$ cat src/rtl/sfd_pkg.sv
package sfd_pkg;

  localparam int unsigned FrameLen     = 25;
  localparam int unsigned WinDepth     = FrameLen - 1;
  localparam int unsigned PayloadBytes = 22;
  localparam int unsigned NumCh        = 16;
  localparam int unsigned ChBits       = 11;
  localparam int unsigned CntW         = 5;
  localparam int unsigned ChIdxW       = 4;
  localparam int unsigned PaddrW       = 3;

  localparam logic [7:0] StartCode = 8'h0F;
  localparam logic [7:0] EndCode   = 8'h00;

  localparam logic [CntW-1:0]   FrameLenCnt = CntW'(FrameLen);
  localparam logic [ChIdxW-1:0] LastCh      = ChIdxW'(NumCh - 1);

  localparam logic RegClampLow  = 1'b0;
  localparam logic RegClampHigh = 1'b1;

  localparam logic [ChBits-1:0] ClampLowRst  = ChBits'(306);
  localparam logic [ChBits-1:0] ClampHighRst = ChBits'(1693);

  typedef struct packed {
    logic [7:0]                  flags;
    logic [PayloadBytes*8-1:0]   payload;
  } frame_t;

endpackage

$ cat src/rtl/sfd_front.sv
module sfd_front (
  input  logic           clk_i,
  input  logic           rst_ni,
  input  logic           accept_i,
  input  logic [7:0]     rx_byte_i,
  output logic           frame_valid_o,
  output sfd_pkg::frame_t frame_o
);
  import sfd_pkg::*;

  logic [7:0]      win_q [WinDepth];
  logic [CntW-1:0] cnt_q, cnt_d;
  logic            hit;

  assign hit = accept_i && (cnt_q >= FrameLenCnt - CntW'(1)) &&
               (win_q[0] == StartCode) && (rx_byte_i == EndCode);

  always_comb begin
    cnt_d = cnt_q;
    if (accept_i) begin
      if (hit) begin
        cnt_d = '0;
      end else if (cnt_q < FrameLenCnt) begin
        cnt_d = cnt_q + CntW'(1);
      end
    end
  end

  always_comb begin
    for (int j = 0; j < PayloadBytes; j++) begin
      frame_o.payload[j*8 +: 8] = win_q[j+1];
    end
    frame_o.flags = win_q[WinDepth-1];
  end

  assign frame_valid_o = hit;

  always_ff @(posedge clk_i or negedge rst_ni) begin
    if (!rst_ni) begin
      cnt_q <= '0;
    end else begin
      cnt_q <= cnt_d;
    end
  end

  always_ff @(posedge clk_i) begin
    if (accept_i) begin
      for (int k = 0; k < WinDepth - 1; k++) begin
        win_q[k] <= win_q[k+1];
      end
      win_q[WinDepth-1] <= rx_byte_i;
    end
  end

endmodule

$ cat src/rtl/sfd_fifo.sv
module sfd_fifo #(
  parameter int unsigned Depth = 2
) (
  input  logic            clk_i,
  input  logic            rst_ni,
  input  logic            push_i,
  input  sfd_pkg::frame_t wdata_i,
  output logic            full_o,
  input  logic            pop_i,
  output logic            empty_o,
  output sfd_pkg::frame_t rdata_o
);
  import sfd_pkg::*;

  localparam int unsigned PtrW = (Depth > 1) ? $clog2(Depth) : 1;
  localparam int unsigned CntW = $clog2(Depth + 1);
  localparam logic [PtrW-1:0] PtrMax = PtrW'(Depth - 1);

  frame_t          mem_q [Depth];
  logic [PtrW-1:0] wptr_q, rptr_q;
  logic [CntW-1:0] cnt_q;
  logic            do_push, do_pop;

  assign full_o  = (cnt_q == CntW'(Depth));
  assign empty_o = (cnt_q == '0);
  assign do_push = push_i && !full_o;
  assign do_pop  = pop_i && !empty_o;
  assign rdata_o = mem_q[rptr_q];

  always_ff @(posedge clk_i or negedge rst_ni) begin
    if (!rst_ni) begin
      wptr_q <= '0;
      rptr_q <= '0;
      cnt_q  <= '0;
    end else begin
      if (do_push) begin
        wptr_q <= (wptr_q == PtrMax) ? '0 : wptr_q + PtrW'(1);
      end
      if (do_pop) begin
        rptr_q <= (rptr_q == PtrMax) ? '0 : rptr_q + PtrW'(1);
      end
      if (do_push && !do_pop) begin
        cnt_q <= cnt_q + CntW'(1);
      end else if (do_pop && !do_push) begin
        cnt_q <= cnt_q - CntW'(1);
      end
    end
  end

  always_ff @(posedge clk_i) begin
    if (do_push) begin
      mem_q[wptr_q] <= wdata_i;
    end
  end

endmodule

$ cat src/rtl/sfd_back.sv
module sfd_back (
  input  logic                       clk_i,
  input  logic                       rst_ni,
  input  logic                       fq_empty_i,
  input  sfd_pkg::frame_t            fq_data_i,
  output logic                       fq_pop_o,
  input  logic [sfd_pkg::ChBits-1:0] clamp_low_i,
  input  logic [sfd_pkg::ChBits-1:0] clamp_high_i,
  output logic                       empty_o,
  input  logic                       pop_i,
  output logic [3:0]                 channel_index_o,
  output logic [10:0]                channel_value_o,
  output logic [7:0]                 flag_byte_o,
  output logic                       frame_last_o
);
  import sfd_pkg::*;

  logic [ChIdxW-1:0] ch_q;
  logic              out_valid_q;
  logic              load;
  logic [ChBits-1:0] raw, clamped;

  assign load     = !fq_empty_i && (!out_valid_q || pop_i);
  assign fq_pop_o = load && (ch_q == LastCh);
  assign raw      = fq_data_i.payload[ch_q*ChBits +: ChBits];

  always_comb begin
    if (raw <= clamp_low_i) begin
      clamped = clamp_low_i;
    end else if (raw >= clamp_high_i) begin
      clamped = clamp_high_i;
    end else begin
      clamped = raw;
    end
  end

  assign empty_o = !out_valid_q;

  always_ff @(posedge clk_i or negedge rst_ni) begin
    if (!rst_ni) begin
      ch_q        <= '0;
      out_valid_q <= 1'b0;
    end else begin
      if (load) begin
        ch_q        <= ch_q + ChIdxW'(1);
        out_valid_q <= 1'b1;
      end else if (pop_i) begin
        out_valid_q <= 1'b0;
      end
    end
  end

  always_ff @(posedge clk_i) begin
    if (load) begin
      channel_index_o <= ch_q;
      channel_value_o <= clamped;
      flag_byte_o     <= fq_data_i.flags;
      frame_last_o    <= (ch_q == LastCh);
    end
  end

endmodule

$ cat src/rtl/sbus_frame_decoder.sv
// Serial-bus frame decoder, sixteen channels.
// Input queue side: present rx_byte_i with push; a byte is taken on a clock
// edge where push is high and full is low, so one byte per cycle while not full.
// A 25-byte window is checked on every byte; a frame needs 25 bytes since the
// previous frame, start code 0x0F oldest and end code 0x00 newest.
// Result queue side: while empty is low the oldest result is on the result
// ports; pop takes it. Each frame yields sixteen items, channels 0..15, the
// last one marked by frame_last_o.
// The closing byte writes the frame into the frame queue, from which channel 0 is
// loaded into the output registers, then one channel per cycle while each is popped.
// Frames wait in a two-entry frame queue; full rises only when that queue is
// full, so a stalled receiver holds results in place and back-pressures input
// after two frames are pending.
// Reset clears the byte count, queue and output valid; clamp limits return to
// 306 and 1693. Limits are written over the APB port at 0x0 and 0x4.
module sbus_frame_decoder #(
  parameter int unsigned FqDepth = 2
) (
  input  logic                       clk_i,
  input  logic                       rst_ni,
  input  logic                       push,
  output logic                       full,
  input  logic [7:0]                 rx_byte_i,
  output logic                       empty,
  input  logic                       pop,
  output logic [3:0]                 channel_index_o,
  output logic [10:0]                channel_value_o,
  output logic [7:0]                 flag_byte_o,
  output logic                       frame_last_o,
  input  logic                       psel,
  input  logic                       penable,
  input  logic                       pwrite,
  input  logic [sfd_pkg::PaddrW-1:0] paddr,
  input  logic [31:0]                pwdata,
  output logic [31:0]                prdata,
  output logic                       pready
);
  import sfd_pkg::*;

  logic              accept;
  logic              frame_valid;
  frame_t            frame_in, frame_out;
  logic              fq_full, fq_empty, fq_pop;
  logic [ChBits-1:0] clamp_low_q, clamp_high_q;
  logic              cfg_wr;

  assign full   = fq_full;
  assign accept = push && !fq_full;
  assign pready = 1'b1;
  assign cfg_wr = psel && penable && pwrite;

  always_comb begin
    unique case (paddr[2])
      RegClampLow:  prdata = 32'(clamp_low_q);
      RegClampHigh: prdata = 32'(clamp_high_q);
      default:      prdata = '0;
    endcase
  end

  always_ff @(posedge clk_i or negedge rst_ni) begin
    if (!rst_ni) begin
      clamp_low_q  <= ClampLowRst;
      clamp_high_q <= ClampHighRst;
    end else if (cfg_wr) begin
      if (paddr[2] == RegClampLow) begin
        clamp_low_q <= pwdata[ChBits-1:0];
      end else begin
        clamp_high_q <= pwdata[ChBits-1:0];
      end
    end
  end

  sfd_front u_front (
    .clk_i         (clk_i),
    .rst_ni        (rst_ni),
    .accept_i      (accept),
    .rx_byte_i     (rx_byte_i),
    .frame_valid_o (frame_valid),
    .frame_o       (frame_in)
  );

  sfd_fifo #(
    .Depth (FqDepth)
  ) u_fifo (
    .clk_i   (clk_i),
    .rst_ni  (rst_ni),
    .push_i  (frame_valid),
    .wdata_i (frame_in),
    .full_o  (fq_full),
    .pop_i   (fq_pop),
    .empty_o (fq_empty),
    .rdata_o (frame_out)
  );

  sfd_back u_back (
    .clk_i           (clk_i),
    .rst_ni          (rst_ni),
    .fq_empty_i      (fq_empty),
    .fq_data_i       (frame_out),
    .fq_pop_o        (fq_pop),
    .clamp_low_i     (clamp_low_q),
    .clamp_high_i    (clamp_high_q),
    .empty_o         (empty),
    .pop_i           (pop),
    .channel_index_o (channel_index_o),
    .channel_value_o (channel_value_o),
    .flag_byte_o     (flag_byte_o),
    .frame_last_o    (frame_last_o)
  );

endmodule

$ cat config.mk
export PLATFORM = sky130hd
export DESIGN_NAME = sbus_frame_decoder
export DESIGN_NICKNAME = d
export VERILOG_FILES = /design/src/rtl/sfd_pkg.sv /design/src/rtl/sfd_front.sv /design/src/rtl/sfd_fifo.sv /design/src/rtl/sfd_back.sv /design/src/rtl/sbus_frame_decoder.sv
export SDC_FILE = /design/constraint.sdc
export NUM_CORES = 1
export LEC_CHECK = 0
export BUFFER_PORTS_ARGS = -buffer_cell sky130_fd_sc_hd__clkbuf_2
export CORE_MARGIN = 3
export CORE_UTILIZATION = 55
export CTS_CLUSTER_DIAMETER = 40
export DETAILED_ROUTE_END_ITERATION = 10
export PLACE_DENSITY = 0.72
export RECOVER_POWER = 50
export REMOVE_ABC_BUFFERS = 1
export SETUP_SLACK_MARGIN = 0.3
export SLEW_MARGIN = 10
export SYNTH_ARGS = -nofsm -noshare
export SYNTH_HDL_FRONTEND = slang
export SYNTH_HIERARCHICAL = 1
export SYNTH_SLANG_ARGS = --single-unit
$ cat constraint.sdc
create_clock -name clk_i -period 18.2 [get_ports clk_i]
set_clock_uncertainty 0.1 [all_clocks]
set_input_delay 3.64 -clock clk_i [delete_from_list [all_inputs] [get_ports clk_i]]
set_output_delay 3.64 -clock clk_i [all_outputs]
set_load 0.05 [all_outputs]
==> out/metrics.yaml <==
place.gp.congestion: 0.780
crit_path_cell_trace: "clkbuf_1 > clkbuf_1 > mux2_2 > mux4_2 > a22oi_1 > nand2_1 > ha_1 > nand3_1 > nor4_1 > a21oi_1 > and2_1 > a31oi_1"
yosysTopAreaCell: "edfxtp_1"
viasPerCell: 5.62
path_clk_slew_ns: 0.06
rsz0062_at_grt: "no"
syn_area_per_cell_um2: 20.5
clock-sinks: 620
grt_util_met1_pct: 25.4
path_max_fanout: 53
grt.overflow.total: 0
total_power_mw: 3.19
gr-usage-met2_pct: 28.1
synth-edff-count: 584
power.leakage_nw: 9.72
grtUsageMet3_pct: 3.23
synth.most_common_cell: "edfxtp_1"
core_um2: 44600
ys_ff_latch: 620
cts_buffers: 69
fin_crit_sh_pct: 66.0
cp.required_ns: 18.39
syn_to_final_growth_pct: 10.2
dieWidth_um: 219
antenna_found_initial: 0
vias: 10700
hold_viol: 0
fp.dieH_um: 219
row_count: 77
fp.dieArea_um2: 48100
seq_area_frac_synth_pct: 73.8
synth_area_um2: 25000
tightest_slew_ns: 3.98
syn_inst: 1221
finalSetupViolations: 0
cts_resized: 0
outcome: "complete, but fails checks"
failed_checks: "capacitance limit, slew limit"
clkLatencyLatePin_ns: 0.58
layout-drive-gt1-share_pct: 33.9
synth.distinct_cells: 48
fillers: 3010
cp_data_arrival_time_ns: 12.20
drt_iter0_drc: 1009
min_path_type: "reg -> reg"
cp-end-kind: "flip-flop"
maxSlewViolCount: 308
vdd.ir_drop.worst_v: 0.0000972
post_cts_buffers: 0
cpPeakStageDelay_ns: 2.96
grt_pass1_vias: 11000
nNetsFinal: 1341
cts_buffer_depth: 3
yosysTopAreaCellShare_pct: 70.1
async_reset_ff_share_pct: 5.81
synth_flop_cell: "edfxtp_1"
fin_util_pct: 61.8
wire_per_inst_um: 22.1
path_common_cell: "clkbuf_1"
firstDrtPassIters: 5
ios: 109
n_antenna_cell: 0
crit_slowest_cell: "clkbuf_1"
grt_busiest_layer: "met2"
final_antenna_net_count: 0
grt_usage_pct: 18.0
grt_pass1_wl_mm: 65.2
synthTopCellsByCount: "edfxtp_1 (584), mux2_4 (170), buf_4 (80), mux2_2 (48), mux4_2 (41)"
tritoncts: "done"
p_per_area_nw_per_um2: 116
start_util_pct: 56.1
drc: 0
setup.worst_path.start_class: "flip-flop"
fin_crit_ns: 12.01
dp_hpwl_mm: 24.2
hold_buffers: 0
cap_violations: 7
synth_warnings: 6
grt_max_degree: 162
timing.hold.ws_ns: 0.355
synthTopCellsByArea: "edfxtp_1 (70%), mux2_4 (10%), mux4_2 (3.7%)"
fmax_mhz: 83.3
h-tree-depth: 3
drt-total-wl_mm: 42.3
slew_headroom_pct: -165
critical_path_class: "reg -> reg"
io_buffers: 63
cts.root.buffer_cell: "clkbuf_16"
==> per-stage QoR <==
stage | instances | instance area (µm²) | TNS (ns) | setup slack, ns
floorplan | 1118 | 24100 | -894.57 | -4.25
global placement | 1786 | 25300 | 0 | 9.84
detailed placement | 1786 | 25300 | 0 | 9.82
CTS | 1909 | 27600 | 0 | 9.82
global route | 1909 | 27600 | 0 | 5.40
finish | 1909 | 27600 | 0 | 6.19
==> cell families after synthesis <==
| group | after synthesis | synth area share, % |
|---|---|---|
| XOR/XNOR | 8 | 0.280 |
| adder cells (fa/ha/maj) | 26 | 1.30 |
| multiplexers | 262 | 16.4 |
| flip-flops | 620 | 73.8 |
| other | 2 | 0.0300 |
| buffers and inverters | 151 | 4.24 |
| AND/OR/NAND/NOR | 65 | 1.69 |
| AO/OA/AOI/OAI | 87 | 2.30 |
==> registers in the layout, indices dropped and copies added, names as in the netlist <==
register                count
u_fifo/rptr_q               1
u_front/win_q             192
u_fifo/mem_q              368
u_back/channel_index_o      4
u_front/cnt_q               5
clamp_high_q               11
u_back/ch_q                 4
clamp_low_q                11
u_back/frame_last_o         1
u_fifo/cnt_q                2
u_back/channel_value_o     11
u_back/out_valid_q          1
u_fifo/wptr_q               1
u_back/flag_byte_o          8
==> final timing paths <==
check                                          startpoint                                  end  slack, ns  depth (start not counted)
max                             u_fifo/rptr_q$_DFFE_PN0P_  u_back/channel_value_o[8]$_DFFE_PP_       6.19                         12
min                        u_front/win_q[1][25]$_DFFE_PP_        u_fifo/mem_q[1][81]$_DFFE_PP_       0.36                          0
max reg2reg                     u_fifo/rptr_q$_DFFE_PN0P_  u_back/channel_value_o[8]$_DFFE_PP_       6.19                         12
min reg2reg                u_front/win_q[1][25]$_DFFE_PP_        u_fifo/mem_q[1][81]$_DFFE_PP_       0.36                          0
max in group asynchronous                          rst_ni           u_back/ch_q[1]$_DFFE_PN0P_      13.16                          1
min in group asynchronous                          rst_ni          u_fifo/cnt_q[1]$_DFFE_PN0P_       3.53                          1
==> placed cells by master, fill, tap and decap left out, drive strengths merged, types with 4 or more instances in the layout <==
cell type,Yosys,final
nand4,5,5
conb,2,22
ha,26,26
dfrtp,25,25
clkbuf,9,152
clkinvlp,0,4
xnor2,5,5
inv,28,39
o21ai,15,15
nor2,5,5
a22oi,21,21
and3,6,6
a221oi,5,5
and2,4,4
mux2,218,218
a31oi,12,12
clkinv,0,17
edfxtp,584,584
buf,114,8
bufinv,0,7
nand2,15,15
dfstp,11,11
nand3,14,14
mux4,44,44
a21oi,23,23
==> area by class of cell <==
class                   count  area (µm²)  area share (%)
flip-flops and latches    620       18500            66.9
inverters                  28         105           0.381
clock inverters            39         433            1.57
repair buffers             76         397            1.44
multi-input cells         470        5600            20.3
well taps                 592         741            2.69
clock buffers              84        1840            6.66
==> per-layer routing <==
layer / wire length [µm] / part of all wire (%)
met1: 18200 / 43
met2: 20400 / 48
met3: 2240 / 5.3
met4: 1460 / 3.5
met5: 0 / 0
==> where the power goes <==
part	internal, mW	switching (mW)
Sequential	1.61	0.0407
Combinational	0.0600	0.106
Clock	0.827	0.544
==> critical path, delay by kind of cell, from the launching register on <==
kind	cells	cell delay, ns
compound gates	3	1.45
fa+ha+maj	1	0.33
buf+inv	2	5.81
flops	1	1.94
mux	2	1.03
simple gates	4	0.95
No activity file was read; power rests on OpenSTA's default activity.
